File: config.mk
export PLATFORM = sky130hd
export DESIGN_NAME = source_tokenizer_stream_top
export DESIGN_NICKNAME = d
export VERILOG_FILES = /design/src/hw/rtl/stl_pkg.sv /design/src/hw/rtl/stl_front.sv /design/src/hw/rtl/stl_queue.sv /design/src/hw/rtl/stl_back.sv /design/src/hw/rtl/source_tokenizer_stream_top.sv
export SDC_FILE = /design/constraint.sdc
export NUM_CORES = 1
export LEC_CHECK = 0
export BUFFER_PORTS_ARGS = -buffer_cell sky130_fd_sc_hd__buf_2
export CAP_MARGIN = 5
export CORE_ASPECT_RATIO = 1.75
export CORE_MARGIN = 5
export CORE_UTILIZATION = 35
export CTS_CLUSTER_SIZE = 16
export DETAILED_ROUTE_END_ITERATION = 8
export PLACE_DENSITY = 0.54
export RECOVER_POWER = 25
export SYNTH_ARGS = -nofsm -noshare
export SYNTH_HDL_FRONTEND = slang
export SYNTH_HIERARCHICAL = 1
export SYNTH_SLANG_ARGS = --single-unit
File: constraint.sdc
create_clock -name clk -period 5.6 [get_ports clk]
set_input_delay 0 -clock clk [delete_from_list [all_inputs] [get_ports clk]]
set_output_delay 0 -clock clk [all_outputs]
set_load 0.005 [all_outputs]
File: src/hw/rtl/stl_pkg.sv
// Shared types, character codes and classification helpers for the source tokenizer stream.
// Used by stl_front, stl_queue, stl_back and source_tokenizer_stream_top; no dependencies.
`timescale 1ns / 1ps
`default_nettype none

package stl_pkg;

    localparam int BALANCE_BITS = 16;
    localparam int MAX_RESULTS  = 3;
    localparam int QUEUE_DEPTH  = 4;
    localparam int QPTR_BITS    = $clog2(QUEUE_DEPTH);
    localparam int SLOT_BITS    = $clog2(MAX_RESULTS);

    // Token kinds
    localparam logic [3:0] KIND_NUMBER   = 4'd0;
    localparam logic [3:0] KIND_DOT      = 4'd1;
    localparam logic [3:0] KIND_KEYWORD  = 4'd2;
    localparam logic [3:0] KIND_SYMBOL   = 4'd3;
    localparam logic [3:0] KIND_ASSIGN   = 4'd4;
    localparam logic [3:0] KIND_MSGKEY   = 4'd5;
    localparam logic [3:0] KIND_STRING   = 4'd6;
    localparam logic [3:0] KIND_OPERATOR = 4'd7;
    localparam logic [3:0] KIND_SEMI     = 4'd8;
    localparam logic [3:0] KIND_COMMA    = 4'd9;
    localparam logic [3:0] KIND_PAREN_L  = 4'd10;
    localparam logic [3:0] KIND_PAREN_R  = 4'd11;
    localparam logic [3:0] KIND_SQUARE_L = 4'd12;
    localparam logic [3:0] KIND_SQUARE_R = 4'd13;
    localparam logic [3:0] KIND_BRACE_L  = 4'd14;
    localparam logic [3:0] KIND_BRACE_R  = 4'd15;

    // Balance status
    localparam logic [1:0] ST_BALANCED = 2'd0;
    localparam logic [1:0] ST_PAREN    = 2'd1;
    localparam logic [1:0] ST_SQUARE   = 2'd2;
    localparam logic [1:0] ST_BRACE    = 2'd3;

    // Character codes
    localparam logic [7:0] CH_DQUOTE   = 8'h22;
    localparam logic [7:0] CH_QUOTE    = 8'h27;
    localparam logic [7:0] CH_DOLLAR   = 8'h24;
    localparam logic [7:0] CH_COLON    = 8'h3A;
    localparam logic [7:0] CH_EQUAL    = 8'h3D;
    localparam logic [7:0] CH_DOT      = 8'h2E;
    localparam logic [7:0] CH_MINUS    = 8'h2D;
    localparam logic [7:0] CH_SEMI     = 8'h3B;
    localparam logic [7:0] CH_COMMA    = 8'h2C;
    localparam logic [7:0] CH_PAREN_L  = 8'h28;
    localparam logic [7:0] CH_PAREN_R  = 8'h29;
    localparam logic [7:0] CH_SQUARE_L = 8'h5B;
    localparam logic [7:0] CH_SQUARE_R = 8'h5D;
    localparam logic [7:0] CH_BRACE_L  = 8'h7B;
    localparam logic [7:0] CH_BRACE_R  = 8'h7D;

    typedef struct packed {
        logic [7:0] text_char;
        logic       carries_char;
        logic       token_done;
        logic [3:0] token_kind;
        logic       source_done;
        logic [1:0] status;
    } res_t;

    // All results caused by one input item; count is never zero once queued.
    typedef struct packed {
        logic [SLOT_BITS-1:0]        count;
        res_t [MAX_RESULTS-1:0]      slot;
    } run_t;

    function automatic res_t mk_char(input logic [7:0] c);
        res_t r;
        r              = '0;
        r.text_char    = c;
        r.carries_char = 1'b1;
        return r;
    endfunction

    function automatic res_t mk_done(input logic [3:0] k);
        res_t r;
        r            = '0;
        r.token_done = 1'b1;
        r.token_kind = k;
        return r;
    endfunction

    function automatic logic is_digit(input logic [7:0] c);
        return (c >= 8'h30) && (c <= 8'h39);
    endfunction

    function automatic logic is_symchar(input logic [7:0] c);
        return is_digit(c) || ((c >= 8'h61) && (c <= 8'h7A)) ||
               ((c >= 8'h41) && (c <= 8'h5A)) || (c == CH_DOLLAR);
    endfunction

    function automatic logic is_op(input logic [7:0] c);
        logic hit;
        case (c)
            8'h2B, 8'h2D, 8'h2A, 8'h2F, 8'h5C, 8'h7E, 8'h3E, 8'h3C,
            8'h3D, 8'h40, 8'h23, 8'h25, 8'h7C, 8'h26, 8'h3F, 8'h21: hit = 1'b1;
            default: hit = 1'b0;
        endcase
        return hit;
    endfunction

endpackage

`default_nettype wire

File: src/hw/rtl/stl_front.sv
// Front end of the tokenizer: scan mode, lookahead and bracket balances.
// Turns each accepted byte into at most one run of up to three results. Depends on stl_pkg.
`timescale 1ns / 1ps
`default_nettype none

module stl_front
(
    input  wire logic          clk,
    input  wire logic          rst_n,
    input  wire logic          accept,
    input  wire logic [7:0]    character,
    input  wire logic          end_of_source,
    output stl_pkg::run_t      run,
    output logic               run_valid
);
    import stl_pkg::*;

    typedef enum logic [3:0] {
        M_IDLE, M_MINUS, M_NUMBER, M_COLON, M_KEYWORD,
        M_SYMBOL, M_SYMCOLON, M_OPERATOR, M_STRING, M_COMMENT
    } mode_t;

    localparam logic signed [BALANCE_BITS-1:0] BAL_MAX = {1'b0, {(BALANCE_BITS-1){1'b1}}};
    localparam logic signed [BALANCE_BITS-1:0] BAL_MIN = {1'b1, {(BALANCE_BITS-1){1'b0}}};

    mode_t                          mode_reg, mode_next;
    logic                           dot_reg, dot_next;
    logic signed [BALANCE_BITS-1:0] paren_reg, paren_next;
    logic signed [BALANCE_BITS-1:0] square_reg, square_next;
    logic signed [BALANCE_BITS-1:0] brace_reg, brace_next;

    mode_t      start_mode;
    logic       start_has;
    res_t       start_res;
    logic [1:0] bump_sel;   // 0 none, 1 paren, 2 square, 3 brace
    logic       bump_up;

    logic                  do_start;
    logic [SLOT_BITS-1:0]  cnt;
    run_t                  run_w;

    function automatic logic signed [BALANCE_BITS-1:0] bump(
        input logic signed [BALANCE_BITS-1:0] v, input logic up);
        logic signed [BALANCE_BITS-1:0] r;
        r = v;
        if (up)
        begin
            if (v != BAL_MAX) r = v + 1'b1;
        end
        else
        begin
            if (v != BAL_MIN) r = v - 1'b1;
        end
        return r;
    endfunction

    // What a byte does when it opens a new token.
    always_comb
    begin
        start_mode = M_IDLE;
        start_has  = 1'b0;
        start_res  = '0;
        bump_sel   = 2'd0;
        bump_up    = 1'b0;
        if (character == CH_DQUOTE)
            start_mode = M_COMMENT;
        else if (is_digit(character))
        begin
            start_has = 1'b1; start_res = mk_char(character); start_mode = M_NUMBER;
        end
        else if (character == CH_MINUS)
            start_mode = M_MINUS;
        else if (character == CH_COLON)
            start_mode = M_COLON;
        else if (is_symchar(character))
        begin
            start_has = 1'b1; start_res = mk_char(character); start_mode = M_SYMBOL;
        end
        else if (is_op(character))
        begin
            start_has = 1'b1; start_res = mk_char(character); start_mode = M_OPERATOR;
        end
        else if (character == CH_QUOTE)
            start_mode = M_STRING;
        else
        begin
            case (character)
                CH_SEMI:     begin start_has = 1'b1; start_res = mk_done(KIND_SEMI); end
                CH_DOT:      begin start_has = 1'b1; start_res = mk_done(KIND_DOT); end
                CH_COMMA:    begin start_has = 1'b1; start_res = mk_done(KIND_COMMA); end
                CH_PAREN_L:
                begin
                    start_has = 1'b1; start_res = mk_done(KIND_PAREN_L);
                    bump_sel = 2'd1; bump_up = 1'b1;
                end
                CH_PAREN_R:
                begin
                    start_has = 1'b1; start_res = mk_done(KIND_PAREN_R); bump_sel = 2'd1;
                end
                CH_SQUARE_L:
                begin
                    start_has = 1'b1; start_res = mk_done(KIND_SQUARE_L);
                    bump_sel = 2'd2; bump_up = 1'b1;
                end
                CH_SQUARE_R:
                begin
                    start_has = 1'b1; start_res = mk_done(KIND_SQUARE_R); bump_sel = 2'd2;
                end
                CH_BRACE_L:
                begin
                    start_has = 1'b1; start_res = mk_done(KIND_BRACE_L);
                    bump_sel = 2'd3; bump_up = 1'b1;
                end
                CH_BRACE_R:
                begin
                    start_has = 1'b1; start_res = mk_done(KIND_BRACE_R); bump_sel = 2'd3;
                end
                default: ;
            endcase
        end
    end

    always_comb
    begin
        mode_next   = mode_reg;
        dot_next    = dot_reg;
        paren_next  = paren_reg;
        square_next = square_reg;
        brace_next  = brace_reg;
        do_start    = 1'b0;
        cnt         = '0;
        run_w       = '0;

        if (end_of_source)
        begin
            case (mode_reg)
                M_MINUS:
                begin
                    run_w.slot[cnt] = mk_char(CH_MINUS); cnt = cnt + 1'b1;
                    run_w.slot[cnt] = mk_done(KIND_OPERATOR); cnt = cnt + 1'b1;
                end
                M_NUMBER:
                begin
                    run_w.slot[cnt] = mk_done(KIND_NUMBER); cnt = cnt + 1'b1;
                    if (dot_reg)
                    begin
                        run_w.slot[cnt] = mk_done(KIND_DOT); cnt = cnt + 1'b1;
                    end
                end
                M_COLON, M_KEYWORD:
                begin
                    run_w.slot[cnt] = mk_done(KIND_KEYWORD); cnt = cnt + 1'b1;
                end
                M_SYMBOL:
                begin
                    run_w.slot[cnt] = mk_done(KIND_SYMBOL); cnt = cnt + 1'b1;
                end
                M_SYMCOLON:
                begin
                    run_w.slot[cnt] = mk_char(CH_COLON); cnt = cnt + 1'b1;
                    run_w.slot[cnt] = mk_done(KIND_MSGKEY); cnt = cnt + 1'b1;
                end
                M_OPERATOR:
                begin
                    run_w.slot[cnt] = mk_done(KIND_OPERATOR); cnt = cnt + 1'b1;
                end
                M_STRING:
                begin
                    run_w.slot[cnt] = mk_done(KIND_STRING); cnt = cnt + 1'b1;
                end
                default: ;
            endcase
            run_w.slot[cnt]             = '0;
            run_w.slot[cnt].source_done = 1'b1;
            if (paren_reg != '0)
                run_w.slot[cnt].status = ST_PAREN;
            else if (square_reg != '0)
                run_w.slot[cnt].status = ST_SQUARE;
            else if (brace_reg != '0)
                run_w.slot[cnt].status = ST_BRACE;
            else
                run_w.slot[cnt].status = ST_BALANCED;
            cnt = cnt + 1'b1;
            // The next source starts from a clean slate.
            mode_next   = M_IDLE;
            dot_next    = 1'b0;
            paren_next  = '0;
            square_next = '0;
            brace_next  = '0;
        end
        else
        begin
            case (mode_reg)
                M_MINUS:
                begin
                    run_w.slot[cnt] = mk_char(CH_MINUS); cnt = cnt + 1'b1;
                    if (is_digit(character))
                    begin
                        run_w.slot[cnt] = mk_char(character); cnt = cnt + 1'b1;
                        mode_next = M_NUMBER;
                    end
                    else if (is_op(character))
                    begin
                        run_w.slot[cnt] = mk_char(character); cnt = cnt + 1'b1;
                        mode_next = M_OPERATOR;
                    end
                    else
                    begin
                        run_w.slot[cnt] = mk_done(KIND_OPERATOR); cnt = cnt + 1'b1;
                        do_start = 1'b1;
                    end
                end
                M_NUMBER:
                begin
                    // A dot is held back until it is known not to end the number.
                    if (is_digit(character))
                    begin
                        if (dot_reg)
                        begin
                            run_w.slot[cnt] = mk_char(CH_DOT); cnt = cnt + 1'b1;
                        end
                        dot_next = 1'b0;
                        run_w.slot[cnt] = mk_char(character); cnt = cnt + 1'b1;
                    end
                    else if (character == CH_DOT)
                    begin
                        if (dot_reg)
                        begin
                            run_w.slot[cnt] = mk_char(CH_DOT); cnt = cnt + 1'b1;
                        end
                        dot_next = 1'b1;
                    end
                    else
                    begin
                        run_w.slot[cnt] = mk_done(KIND_NUMBER); cnt = cnt + 1'b1;
                        if (dot_reg)
                        begin
                            run_w.slot[cnt] = mk_done(KIND_DOT); cnt = cnt + 1'b1;
                        end
                        dot_next = 1'b0;
                        do_start = 1'b1;
                    end
                end
                M_COLON:
                begin
                    if (character == CH_EQUAL)
                    begin
                        run_w.slot[cnt] = mk_done(KIND_ASSIGN); cnt = cnt + 1'b1;
                        mode_next = M_IDLE;
                    end
                    else if (is_symchar(character))
                    begin
                        run_w.slot[cnt] = mk_char(character); cnt = cnt + 1'b1;
                        mode_next = M_KEYWORD;
                    end
                    else
                    begin
                        run_w.slot[cnt] = mk_done(KIND_KEYWORD); cnt = cnt + 1'b1;
                        do_start = 1'b1;
                    end
                end
                M_KEYWORD:
                begin
                    if (is_symchar(character))
                    begin
                        run_w.slot[cnt] = mk_char(character); cnt = cnt + 1'b1;
                    end
                    else
                    begin
                        run_w.slot[cnt] = mk_done(KIND_KEYWORD); cnt = cnt + 1'b1;
                        do_start = 1'b1;
                    end
                end
                M_SYMBOL:
                begin
                    if (is_symchar(character))
                    begin
                        run_w.slot[cnt] = mk_char(character); cnt = cnt + 1'b1;
                    end
                    else if (character == CH_COLON)
                        mode_next = M_SYMCOLON;
                    else
                    begin
                        run_w.slot[cnt] = mk_done(KIND_SYMBOL); cnt = cnt + 1'b1;
                        do_start = 1'b1;
                    end
                end
                M_SYMCOLON:
                begin
                    if (character == CH_EQUAL)
                    begin
                        run_w.slot[cnt] = mk_done(KIND_SYMBOL); cnt = cnt + 1'b1;
                        run_w.slot[cnt] = mk_done(KIND_ASSIGN); cnt = cnt + 1'b1;
                        mode_next = M_IDLE;
                    end
                    else
                    begin
                        run_w.slot[cnt] = mk_char(CH_COLON); cnt = cnt + 1'b1;
                        run_w.slot[cnt] = mk_done(KIND_MSGKEY); cnt = cnt + 1'b1;
                        do_start = 1'b1;
                    end
                end
                M_OPERATOR:
                begin
                    if (is_op(character))
                    begin
                        run_w.slot[cnt] = mk_char(character); cnt = cnt + 1'b1;
                    end
                    else
                    begin
                        run_w.slot[cnt] = mk_done(KIND_OPERATOR); cnt = cnt + 1'b1;
                        do_start = 1'b1;
                    end
                end
                M_STRING:
                begin
                    if (character == CH_QUOTE)
                    begin
                        run_w.slot[cnt] = mk_done(KIND_STRING); cnt = cnt + 1'b1;
                        mode_next = M_IDLE;
                    end
                    else
                    begin
                        run_w.slot[cnt] = mk_char(character); cnt = cnt + 1'b1;
                    end
                end
                M_COMMENT:
                begin
                    if (character == CH_DQUOTE)
                        mode_next = M_IDLE;
                end
                default:
                    do_start = 1'b1;
            endcase

            if (do_start)
            begin
                mode_next = start_mode;
                if (start_has)
                begin
                    run_w.slot[cnt] = start_res; cnt = cnt + 1'b1;
                end
                case (bump_sel)
                    2'd1:    paren_next  = bump(paren_reg, bump_up);
                    2'd2:    square_next = bump(square_reg, bump_up);
                    2'd3:    brace_next  = bump(brace_reg, bump_up);
                    default: ;
                endcase
            end
        end
        run_w.count = cnt;
    end

    assign run       = run_w;
    assign run_valid = accept && (cnt != '0);

    always_ff @(posedge clk or negedge rst_n)
    begin
        if (!rst_n)
        begin
            mode_reg   <= M_IDLE;
            dot_reg    <= 1'b0;
            paren_reg  <= '0;
            square_reg <= '0;
            brace_reg  <= '0;
        end
        else if (accept)
        begin
            mode_reg   <= mode_next;
            dot_reg    <= dot_next;
            paren_reg  <= paren_next;
            square_reg <= square_next;
            brace_reg  <= brace_next;
        end
    end

endmodule

`default_nettype wire

File: src/hw/rtl/stl_queue.sv
// Short queue of result runs between the front and back ends of the tokenizer.
// Depends on stl_pkg for the run type and depth.
`timescale 1ns / 1ps
`default_nettype none

module stl_queue
(
    input  wire logic          clk,
    input  wire logic          rst_n,
    input  wire logic          wr,
    input  wire stl_pkg::run_t wr_data,
    input  wire logic          rd,
    output stl_pkg::run_t      rd_data,
    output logic               full,
    output logic               empty
);
    import stl_pkg::*;

    run_t                   store [QUEUE_DEPTH];
    logic [QPTR_BITS-1:0]   wptr_reg;
    logic [QPTR_BITS-1:0]   rptr_reg;
    logic [QPTR_BITS:0]     fill_reg;
    logic                   do_wr;
    logic                   do_rd;

    assign full    = (fill_reg == QUEUE_DEPTH[QPTR_BITS:0]);
    assign empty   = (fill_reg == '0);
    assign do_wr   = wr && !full;
    assign do_rd   = rd && !empty;
    assign rd_data = store[rptr_reg];

    always_ff @(posedge clk)
    begin
        if (do_wr)
            store[wptr_reg] <= wr_data;
    end

    always_ff @(posedge clk or negedge rst_n)
    begin
        if (!rst_n)
        begin
            wptr_reg <= '0;
            rptr_reg <= '0;
            fill_reg <= '0;
        end
        else
        begin
            if (do_wr)
                wptr_reg <= wptr_reg + 1'b1;
            if (do_rd)
                rptr_reg <= rptr_reg + 1'b1;
            if (do_wr && !do_rd)
                fill_reg <= fill_reg + 1'b1;
            else if (do_rd && !do_wr)
                fill_reg <= fill_reg - 1'b1;
        end
    end

endmodule

`default_nettype wire

File: src/hw/rtl/stl_back.sv
// Back end of the tokenizer: holds one run and hands out its results one per transfer.
// Depends on stl_pkg; fed by stl_queue.
`timescale 1ns / 1ps
`default_nettype none

module stl_back
(
    input  wire logic          clk,
    input  wire logic          rst_n,
    input  wire stl_pkg::run_t q_data,
    input  wire logic          q_empty,
    output logic               q_rd,
    input  wire logic          pop,
    output logic               empty,
    output stl_pkg::res_t      res,
    output logic               last_of_run
);
    import stl_pkg::*;

    run_t                  run_reg, run_next;
    logic [SLOT_BITS-1:0]  idx_reg, idx_next;
    logic                  valid_reg, valid_next;
    logic                  advance;
    logic                  finishing;
    logic                  load;

    assign last_of_run = (idx_reg == run_reg.count - 1'b1);
    assign res         = run_reg.slot[idx_reg];
    assign empty       = !valid_reg;
    assign advance     = pop && valid_reg;
    assign finishing   = advance && last_of_run;
    // A new run is loaded, if the queue holds one, in the same cycle as the last result of the previous one goes out.
    assign load        = (!valid_reg || finishing) && !q_empty;
    assign q_rd        = load;

    always_comb
    begin
        run_next   = run_reg;
        idx_next   = idx_reg;
        valid_next = valid_reg;
        if (load)
        begin
            run_next   = q_data;
            idx_next   = '0;
            valid_next = 1'b1;
        end
        else if (finishing)
            valid_next = 1'b0;
        else if (advance)
            idx_next = idx_reg + 1'b1;
    end

    always_ff @(posedge clk or negedge rst_n)
    begin
        if (!rst_n)
        begin
            idx_reg   <= '0;
            valid_reg <= 1'b0;
        end
        else
        begin
            idx_reg   <= idx_next;
            valid_reg <= valid_next;
        end
    end

    always_ff @(posedge clk)
    begin
        run_reg <= run_next;
    end

endmodule

`default_nettype wire

File: src/hw/rtl/source_tokenizer_stream_top.sv
// Top level of the source tokenizer stream: front end, run queue and back end.
// Depends on stl_pkg, stl_front, stl_queue and stl_back.
`timescale 1ns / 1ps
`default_nettype none

// One source byte is taken per cycle whenever push is high and full is low;
// the front end classifies it in that cycle and writes its results (one to
// three; a byte with none writes nothing) as one run into a four-entry queue.
// Results leave one per cycle while pop is high and empty is low, so a byte
// that makes n results needs n pop transfers, and the back end's single output
// port limits the sustained rate to one result per cycle. Each run is registered
// in the queue and then in the back end before its results reach the outputs.
// full rises only when four runs wait in the queue.
module source_tokenizer_stream_top
(
    input  wire logic        clk,
    input  wire logic        rst_n,
    input  wire logic        push,
    output logic             full,
    input  wire logic [7:0]  character,
    input  wire logic        end_of_source,
    input  wire logic        pop,
    output logic             empty,
    output logic [7:0]       text_char,
    output logic             carries_char,
    output logic             token_done,
    output logic [3:0]       token_kind,
    output logic             source_done,
    output logic [1:0]       status,
    output logic             last_of_run
);
    import stl_pkg::*;

    logic  accept;
    run_t  f_run;
    logic  f_valid;
    run_t  q_data;
    logic  q_empty;
    logic  q_rd;
    res_t  res;

    assign accept = push && !full;

    stl_front u_front
    (
        .clk           (clk),
        .rst_n         (rst_n),
        .accept        (accept),
        .character     (character),
        .end_of_source (end_of_source),
        .run           (f_run),
        .run_valid     (f_valid)
    );

    stl_queue u_queue
    (
        .clk     (clk),
        .rst_n   (rst_n),
        .wr      (f_valid),
        .wr_data (f_run),
        .rd      (q_rd),
        .rd_data (q_data),
        .full    (full),
        .empty   (q_empty)
    );

    stl_back u_back
    (
        .clk         (clk),
        .rst_n       (rst_n),
        .q_data      (q_data),
        .q_empty     (q_empty),
        .q_rd        (q_rd),
        .pop         (pop),
        .empty       (empty),
        .res         (res),
        .last_of_run (last_of_run)
    );

    assign text_char    = res.text_char;
    assign carries_char = res.carries_char;
    assign token_done   = res.token_done;
    assign token_kind   = res.token_kind;
    assign source_done  = res.source_done;
    assign status       = res.status;

`ifndef ASSERT_OFF
    // The end-of-source report always closes its run.
    a_sdone_last: assert property (@(posedge clk) disable iff (!rst_n)
        (!empty && source_done) |-> last_of_run)
        else $error("source_done result is not the last of its run");

    a_char_xor_done: assert property (@(posedge clk) disable iff (!rst_n)
        !empty |-> !(carries_char && token_done))
        else $error("result carries text and closes a token at once");

    a_status_only_at_end: assert property (@(posedge clk) disable iff (!rst_n)
        (!empty && !source_done) |-> (status == ST_BALANCED))
        else $error("balance status reported before end of source");

    // A held result may not change while the consumer stalls.
    a_hold_on_stall: assert property (@(posedge clk) disable iff (!rst_n)
        (!empty && !pop) |=> (!empty && $stable(text_char) && $stable(token_kind)
                              && $stable(last_of_run)))
        else $error("result changed while not popped");
`endif

endmodule

`default_nettype wire
Word level (Yosys, flattened, before mapping)
Memories as Yosys holds them, arrays and structs flattened. A register that Yosys moved wholly into a read port is not among the register bits.
Index checks and enable logic that the tools add are counted.
{"block": "totals", "memories": 1, "elab_cells": 333, "ram_bits": 212, "input_bits": 13, "reg_bits": 63, "output_inout_bits": 20}
{"block": "op_classes", "bitwise": 2, "n_reduce_logical": 58, "n_eq_ne": 60, "n_lt_le_gt_ge": 13, "n_mux": 174, "addsub": 15}
{"name": "u_queue.store", "words": 4, "width": 53, "rd": 1, "rd_clocked_by_memory_dff": 1, "wr": 1, "line": "stl_queue.sv:19", "source": "run_t store [QUEUE_DEPTH];"}
{"operator": "two-way mux 17 bit", "n": 29}
{"operator": "bitwise mux 51 bit", "n": 7}
{"operator": "two-way mux 51 bit", "n": 6}
{"operator": "two-way mux 16 bit", "n": 18}
{"operator": "demux 17 bit (select 2 bit)", "n": 5}
{"operator": "equality test 8 x 6 -> 1 bit, second input constant", "n": 21}
{"operator": "one-hot mux 17 bit (8 select lines)", "n": 1}
{"operator": "one-hot mux 15 bit (7 select lines)", "n": 1}
{"operator": "inequality test 16 bit, second input constant", "n": 6}
{"operator": "two-way mux 4 bit", "n": 18}
{"operator": "one-hot mux 8 bit (9 select lines)", "n": 1}
{"operator": "equality test 8 x 7 -> 1 bit, second input constant", "n": 8}
{"operator": "AND 34 x 51 -> 51 bit", "n": 1}
{"operator": "inverter 51 bit", "n": 1}
{"operator": "one-hot mux 17 bit (3 select lines)", "n": 1}
{"operator": "adder 16 x 1 -> 16 bit, second input constant", "n": 3}
{"operator": "two-way mux 1 bit", "n": 48}
{"operator": "nonzero test 16 bit", "n": 3}
{"operator": "subtractor 16 x 1 -> 16 bit, second input constant", "n": 3}
{"operator": "two-way mux 2 bit", "n": 23}
{"operator": "binary-select mux 17 bit (select 2 bit)", "n": 1}
{"operator": "two-way mux 34 bit", "n": 1}
{"operator": "two-way mux 8 bit", "n": 3}
{"operator": "one-hot mux 4 bit (6 select lines)", "n": 1}
{"operator": "other kinds (46)", "n": 112}

Depth between registers and ports, before layout
Gate-level depths: netlist of the first run.
{"block": "depth", "depth_word": 26, "ltp_mapped": 22}

By module
Netlist of the first run, hierarchy kept.
{"mod": "stl_queue", "area_each_um2": 8139.1, "cells_each": 313, "instances": 1}
{"mod": "stl_front", "area_each_um2": 6323.6, "cells_each": 814, "instances": 1}
{"mod": "stl_back", "area_each_um2": 2229.6, "cells_each": 149, "instances": 1}
{"mod": "source_tokenizer_stream_top", "area_each_um2": 13.8, "cells_each": 1, "instances": 1}

Worst setup path after synthesis of the first run
OpenSTA, ideal clock, no wires.
{"block": "synth_timing", "kind": "flip-flop to flip-flop", "start": "register u_back.idx_reg[1]", "end": "register u_queue.fill_reg[1]", "setup_ns": 0.125, "path_stages_with_launch": 10, "path_buffers": 1, "slack_ns": 0.383, "t_arrival_ns": 5.092, "required_ns": 5.475, "cell_sequence": "dfrtp_1 -> buf_2 -> xnor2_2 -> nand2_1 -> o221ai_1 -> nand2_1 -> ha_1 -> inv_1 -> fa_1 -> mux2_2"}
{"block": "synth_via", "elab_chain_cells": 8}
{"element": "from (decl)", "line": "stl_back.sv:21", "source": "logic [SLOT_BITS-1:0] idx_reg, idx_next;"}
{"element": "from (signal assigned)", "line": "stl_back.sv:62", "source": "idx_reg <= idx_next;"}
{"element": "equality test 2 bit (*)", "line": "stl_back.sv:27", "source": "assign last_of_run = (idx_reg == run_reg.count - 1'b1);"}
{"element": "logical AND 1 bit (*)", "line": "stl_back.sv:31", "source": "assign finishing = advance && last_of_run;"}
{"element": "logical OR 1 bit (*)", "line": "stl_back.sv:33", "source": "assign load = (!valid_reg || finishing) && !q_empty;"}
{"element": "logical AND 1 bit (*)", "line": "stl_back.sv:33"}
{"element": "via q_rd", "line": "source_tokenizer_stream_top.sv:39", "source": "logic q_rd;"}
{"element": "logical AND 1 bit (*)", "line": "stl_queue.sv:29", "source": "assign do_rd = rd && !empty;"}
{"element": "zero test 1 bit", "line": "stl_queue.sv:52", "source": "if (do_wr && !do_rd)"}
{"element": "logical AND 1 bit", "line": "stl_queue.sv:52"}
{"element": "two-way mux 3 bit or nonzero test 2 bit (tied branches)"}
{"element": "to (signal assigned)", "line": "stl_queue.sv:53", "source": "fill_reg <= fill_reg + 1'b1;"}
{"element": "to (signal assigned)", "line": "stl_queue.sv:55", "source": "fill_reg <= fill_reg - 1'b1;"}
{"element": "to (decl)", "line": "stl_queue.sv:22", "source": "logic [QPTR_BITS:0] fill_reg;"}
Mark *: on every way through the listed nets, which the timed path passes. The rest lies on a longest branch.
A chain may end at the register's enable or synchronous reset.

==> results.json, run 1 <==
{
  "yosysWarnings": 6,
  "fin_tns_setup_ns": 0,
  "synthArstFlopShare": 0.192,
  "worstSetupStartpointType": "register",
  "cts_sinks": 328,
  "finalSetupViolCount": 0,
  "synth_fa_ha_area_frac": 0.0511,
  "clockBufferDepth": 3,
  "ys_ff_latch": 328,
  "vias": 10500,
  "synth.avg_cell_area_sq_um": 13.1,
  "synth-edff-count": 265,
  "cts.clk_slew.worst_paths_ns": 0.07,
  "core_sq_um": 47500,
  "dp_hpwl_mm": 27.4,
  "cts_hold_buffers": 6,
  "cp.arrival_ns": 5.11,
  "p_leak_uw": 0.00662,
  "rsz0062_at_grt": "no",
  "critPathSlowestCell": "dfrtp_1",
  "place_area_sq_um": 17500,
  "synth_top_family_by_area": "compound AO/OA/AOI/OAI gates",
  "first_iter_violations": 498,
  "area_delta_synth_final_pct": 11.0,
  "antenna_found_initial": 0,
  "placed_cells": 1863,
  "rr_worst_depth": 15,
  "critPathKind": "register to register",
  "wl_mm": 39.6,
  "cts.repair.resized": 0,
  "drc": 0,
  "viasPerCell": 5.45,
  "routabilityCongestion": 0.934,
  "final_common_cell": "edfxtp_1",
  "grt_start_max_net_pins": 64,
  "cts-buffers-inserted": 30,
  "hold_path_class": "input pin to register",
  "synth_compound_area_frac": 0.120,
  "hold_viol_final": 0,
  "crit_chain": "nor2_1 > nand3b_1 > or3_2 > o211a_4 > a32oi_2 > xnor2_1 > o21ai_1 > o21a_1 > nor2b_1 > ha_1 > inv_1 > fa_1 > xor2_1 > nor2_1 > xor2_1",
  "endpoint_kind": "register",
  "max_freq_mhz": 216,
  "status": "complete, but fails checks",
  "hold-path-cell-count": 2,
  "reg2reg_to": "u_queue/fill_reg[2]$_DFFE_PN0P_",
  "layout_min_cycle_time_ns": 4.63,
  "die_height_microns": 299,
  "slowest_delay_ns": 0.67,
  "r2r_setup_slack_ns": 0.97,
  "final_util": 0.390,
  "whs_ns": 0.0526,
  "ys_types": 93,
  "fin_nets": 1385,
  "largest_reg_flops": 212,
  "relSlewSlack": -1.61,
  "die-area_sq_um": 52400,
  "seq_area_frac_synth": 0.571,
  "io_pins": 33,
  "cts_tree": "built",
  "fin_crit_sh": 0.827,
  "cap_violations": 5,
  "first_pass_iters": 4,
  "worst-path-max-fanout": 26,
  "violations": "capacitance limit, slew limit",
  "p_per_area_nw_per_um2": 546,
  "track_usage": 0.151,
  "cp.required_ns": 6.07,
  "layout-drive-gt1-share": 0.129,
  "postCtsSetupBuffers": 0,
  "final_cell_mix": "edfxtp_1, nand2_1, o21ai_0",
  "ir_worst_vdd_v": 0.000241,
  "synth.area.mux_share": 0.0919,
  "num-fill-cells": 4526,
  "synth_xor_area_frac": 0.0209,
  "insertion_delay_ns": 0.56,
  "clock_skew_ns": 0.00832,
  "holdPathEnd": "u_queue/store[2][43]$_DFFE_PP_",
  "grt_overflow_total": 0,
  "start_util": 0.352,
  "slew_viol_final": 200,
  "grt_pass1_vias": 11000,
  "cts_max_level": 1,
  "diodes": 0,
  "root_buffer": "clkbuf_16",
  "synth_flop_cell": "edfxtp_1",
  "grt_pass1_wl_mm": 62.9,
  "portBuffers": 32,
  "core.rowCount": 106,
  "syn_area_sq_um": 16700,
  "final_cells": 1925,
  "synth_simple_gate_area_frac": 0.113,
  "hp-start": "character[0]",
  "tightest_slew_ns": 3.91,
  "worstReg2RegStart": "u_front/mode_reg[3]$_DFFE_PN0P_",
  "postSynthCellCount": 1277,
  "die_w_microns": 175,
  "final_antenna_net_count": 0,
  "wire_per_inst_microns": 20.6,
  "fin_area_sq_um": 18500
}
==> metal layers <==
metal	track usage	part of all wire	up-vias
met5	0	0	-
met4	0.0655	0.045	0
met3	0.0160	0.026	82
met2	0.293	0.55	179
met1	0.162	0.37	5236
li1	-	-	5003
==> synth_stat cells (8+ instances only) <==
| cell | count | area [sq um] |
|---|---|---|
| mux4_2 | 48 | 1080 |
| a22o_1 | 8 | 70.1 |
| xor2_1 | 13 | 114 |
| o21a_1 | 17 | 128 |
| nor2_1 | 60 | 225 |
| xnor2_1 | 25 | 219 |
| a221o_1 | 8 | 80.1 |
| nor3_1 | 39 | 195 |
| o21bai_1 | 8 | 60.1 |
| dfrtp_1 | 63 | 1580 |
| nand4_1 | 16 | 100 |
| edfxtp_1 | 265 | 7960 |
| nor4_1 | 16 | 100 |
| o21ai_0 | 73 | 365 |
| a21oi_1 | 55 | 275 |
| clkbuf_1 | 28 | 105 |
| nor2b_1 | 14 | 87.6 |
| o22ai_1 | 8 | 50.1 |
| buf_2 | 28 | 140 |
| nand3_1 | 25 | 125 |
| or3_1 | 14 | 87.6 |
| and2_1 | 29 | 181 |
| ha_1 | 61 | 763 |
| nand2_1 | 96 | 360 |
| nand2b_1 | 15 | 93.8 |
| inv_1 | 34 | 128 |
| a21o_1 | 19 | 143 |
| o31ai_1 | 26 | 195 |
| mux2i_1 | 24 | 240 |
==> layout make-up <==
type	instances	area, sq um	share of cell area
well taps	594	743	0.0401
clock inverters	17	224	0.0121
clock buffers	39	826	0.0445
flip-flops and latches	328	9540	0.514
multi-input cells	847	6640	0.358
inverters	34	128	0.00688
repair buffers	66	440	0.0238
==> worst max-delay path, delay by kind of cell, from the launching register on <==
family / cells / cell delay [ns]
and+or+nand+nor: 5 / 1.70
DFF: 1 / 0.67
adders and majority gates: 2 / 0.65
buffers and inverters: 1 / 0.06
AOI/OAI and AO/OA: 4 / 1.01
xor gates and xnor gates: 3 / 0.45
==> through the flow <==
step | power, uW | setup slack, ns
finish | 10100 | 0.967
floorplan | 7020 | 0.383
detailed placement | 8090 | 0.943
CTS | 10300 | 0.974
global placement | 8020 | 1.02
global route | 10900 | 0.673
==> where the power goes <==
part           total, uW  leakage [uW]  switching [uW]  internal, uW
combinational       3970       0.00282            2200          1780
clock               2170      0.000516             898          1280
sequential          3970       0.00328             451          3520
total              10100       0.00662            3540          6570
==> cells by family (layout without fill, tap and decap cells) <==
group / after synthesis / after routing
flip-flops: 328 / 328
multiplexers: 84 / 84
buffers and inverters: 103 / 156
adder cells (fa/ha/maj): 66 / 66
other: 1 / 2
AND/OR/NAND/NOR: 363 / 363
XOR/XNOR: 39 / 39
AO/OA/AOI/OAI: 293 / 293
==> worst max path at each step <==
stage,start,end,slack [ns],cells after the start
final,u_front/mode_reg[3]$_DFFE_PN0P_,u_queue/fill_reg[2]$_DFFE_PN0P_,0.97,15
after global placement,character[5],u_queue/fill_reg[2]$_DFFE_PN0P_,1.02,20
after detailed placement,character[5],u_queue/fill_reg[2]$_DFFE_PN0P_,0.94,20
after CTS,character[5],u_queue/fill_reg[2]$_DFFE_PN0P_,0.97,21
after floorplan,u_back/idx_reg[1]$_DFFE_PN0P_,u_queue/fill_reg[1]$_DFFE_PN0P_,0.38,9
after global routing,u_front/mode_reg[3]$_DFFE_PN0P_,u_queue/fill_reg[2]$_DFFE_PN0P_,0.67,15
(Power assumes the default switching activity.)
==> run 2: changes to the inputs <==
PLACE_DENSITY = 0.53   (was 0.54)
clock period = 4.6 ns   (was 5.6 ns; I/O delays follow)
==> run 2 against run 1 <==
  * The flow still finishes with violations (capacitance limit, slew limit)
  * Sequential power increased by 24%
  * Worst setup slack got worse by 0.58 ns
  * Clock skew grew 0.012 ns
  * Flip-flop and latch count unchanged
  * Via count up 1.5%
  * First-iteration DRC count is 9.0% higher
  * Global-route usage grew 0.12 points
  * Sequential share of layout area down 0.15 points
  * Clock power up 10%
  * Combinational power up 22%
  * Die area did not move
  * Wire length increased by 0.76%
  * Critical path type is now input pin to register
==> results.json, run 2 (synthesized netlist as in run 1, its figures left out) <==
{
  "tightest_slew_ns": 2.86,
  "cts_sinks": 328,
  "p_per_area_nw_per_um2": 653,
  "finalSetupViolCount": 0,
  "crit_family": "simple AND/OR/NAND/NOR gates",
  "grt_pass1_wl_mm": 63.4,
  "worst-path-max-fanout": 17,
  "final_antenna_net_count": 0,
  "clockBufferDepth": 3,
  "endpoint_kind": "register",
  "status": "complete, but fails checks",
  "io_pins": 33,
  "fin_area_sq_um": 18600,
  "insertion_delay_ns": 0.57,
  "die_height_microns": 299,
  "layout-drive-gt1-share": 0.140,
  "wire_per_inst_microns": 20.6,
  "cts.repair.resized": 0,
  "crit_chain": "dlygate4sd3_1 > buf_2 > or4b_4 > nor3_4 > inv_1 > ha_1 > o21ai_0 > nor2_1 > or3b_2 > inv_1 > ha_1 > mux2i_1 > o21ai_1 > o21a_1 > nor2b_1 > buf_4 > and2_2 > buf_4",
  "hold_path_class": "input pin to register",
  "critPathBufInv": 6,
  "cts_hold_buffers": 7,
  "rr_worst_depth": 14,
  "slew_viol_final": 47,
  "grt_overflow_total": 0,
  "cts_tree": "built",
  "ir_worst_vdd_v": 0.000356,
  "cts-buffers-inserted": 30,
  "r2r_setup_slack_ns": 0.57,
  "cp.depth": 18,
  "final_common_cell": "edfxtp_1",
  "die-area_sq_um": 52400,
  "start_util": 0.352,
  "hold-path-cell-count": 2,
  "violations": "capacitance limit, slew limit",
  "die_w_microns": 175,
  "postCtsSetupBuffers": 0,
  "place_area_sq_um": 17700,
  "fin_nets": 1406,
  "layout_min_cycle_time_ns": 4.21,
  "diodes": 0,
  "hold_viol_final": 0,
  "routabilityCongestion": 0.947,
  "grt_pass1_vias": 11200,
  "viasPerCell": 5.50,
  "largest_reg_flops": 212,
  "relSlewSlack": -0.904,
  "cp.arrival_ns": 4.47,
  "track_usage": 0.152,
  "slowest_delay_ns": 0.63,
  "reg2reg_to": "u_queue/store[2][30]$_DFFE_PP_",
  "p_leak_uw": 0.00666,
  "crit_end": "u_queue/store[2][30]$_DFFE_PP_",
  "cap_violations": 1,
  "critPathLaunch": "character[4]",
  "vias": 10700,
  "first_iter_violations": 543,
  "core_sq_um": 47500,
  "wl_mm": 39.9,
  "portBuffers": 32,
  "cts_max_level": 1,
  "fin_tns_setup_ns": 0,
  "critPathSlowestCell": "or4b_4",
  "root_buffer": "clkbuf_16",
  "num-fill-cells": 4514,
  "rsz0062_at_grt": "no",
  "final_util": 0.392,
  "antenna_found_initial": 0,
  "cts.clk_slew.worst_paths_ns": 0.06,
  "grt_start_max_net_pins": 60,
  "core.rowCount": 106,
  "worstSetupStartpointType": "input pin",
  "drc": 0,
  "critPathKind": "input pin to register",
  "worstReg2RegStart": "u_front/mode_reg[1]$_DFFE_PN0P_",
  "max_freq_mhz": 238,
  "clock_skew_ns": 0.0199,
  "fin_crit_sh": 0.915,
  "cp.required_ns": 4.86,
  "final_cell_mix": "edfxtp_1, nand2_1, o21ai_0",
  "area_delta_synth_final_pct": 11.3,
  "dp_hpwl_mm": 28.4,
  "first_pass_iters": 5
}
## run 2: cell types whose count changed in the layout (fill, tap and decap cells not counted), moves of 3 or more
| cell | delta |
|---|---|
| buf_4 | +18 |
| and2_0 | +4 |
| and2_1 | -4 |
| bufinv_16 | -4 |
| clkinv_4 | +3 |
## run 2: area by class of cell
cell class	count	area (sq um)	share of cell area
clock buffer	39	826	0.0444
clock inverter	11	108	0.00579
inverter	34	128	0.00686
multi-input combinational	847	6640	0.357
sequential	328	9540	0.513
tap	594	743	0.0400
timing repair buffer	87	612	0.0329
## run 2: stage by stage
stage          hold WS, ns  instances  power (uW)  setup slack, ns
2_1_floorplan       -0.296       1278        8540           0.0275
3_3_place_gp        -0.149       1883        9850            0.323
3_5_place_dp        -0.149       1883        9940            0.327
4_1_cts             0.0159       1940       12400            0.359
5_1_grt             0.0777       1940       13000            0.158
6_report            0.0710       1940       12100            0.392
## run 2: how the worst min path moves through the flow
| stage | to | slack, ns | start |
|---|---|---|---|
| after floorplan | u_back/idx_reg[0]$_DFFE_PN0P_ | -0.30 | rst_n |
| after global placement | u_back/idx_reg[0]$_DFFE_PN0P_ | -0.15 | rst_n |
| after detailed placement | u_back/idx_reg[0]$_DFFE_PN0P_ | -0.15 | rst_n |
| after CTS | u_front/dot_reg$_DFFE_PN0P_ | 0.02 | push |
| after global routing | u_queue/store[3][26]$_DFFE_PP_ | 0.08 | character[0] |
| final | u_queue/store[1][26]$_DFFE_PP_ | 0.07 | character[0] |
## run 2: per-layer routing
layer,part of all wire,track usage
met1,0.37,0.160
met2,0.56,0.299
met5,0,0
met4,0.047,0.0672
met3,0.028,0.0149
## run 2: worst reg2reg max path, delay by kind of cell (launching register included)
family | cells | cell delay, ns
and+or+nand+nor | 5 | 1.47
buffers and inverters | 4 | 0.81
DFF | 1 | 0.64
AOI/OAI and AO/OA | 3 | 0.49
adders and majority gates | 1 | 0.28
muxes | 1 | 0.06
## run 2: report_power, final
group,leakage (uW),internal (uW),total (uW),switching (uW)
combinational,0.00293,2230,4840,2620
sequential,0.00328,4270,4910,637
clock,0.000453,1320,2390,1070
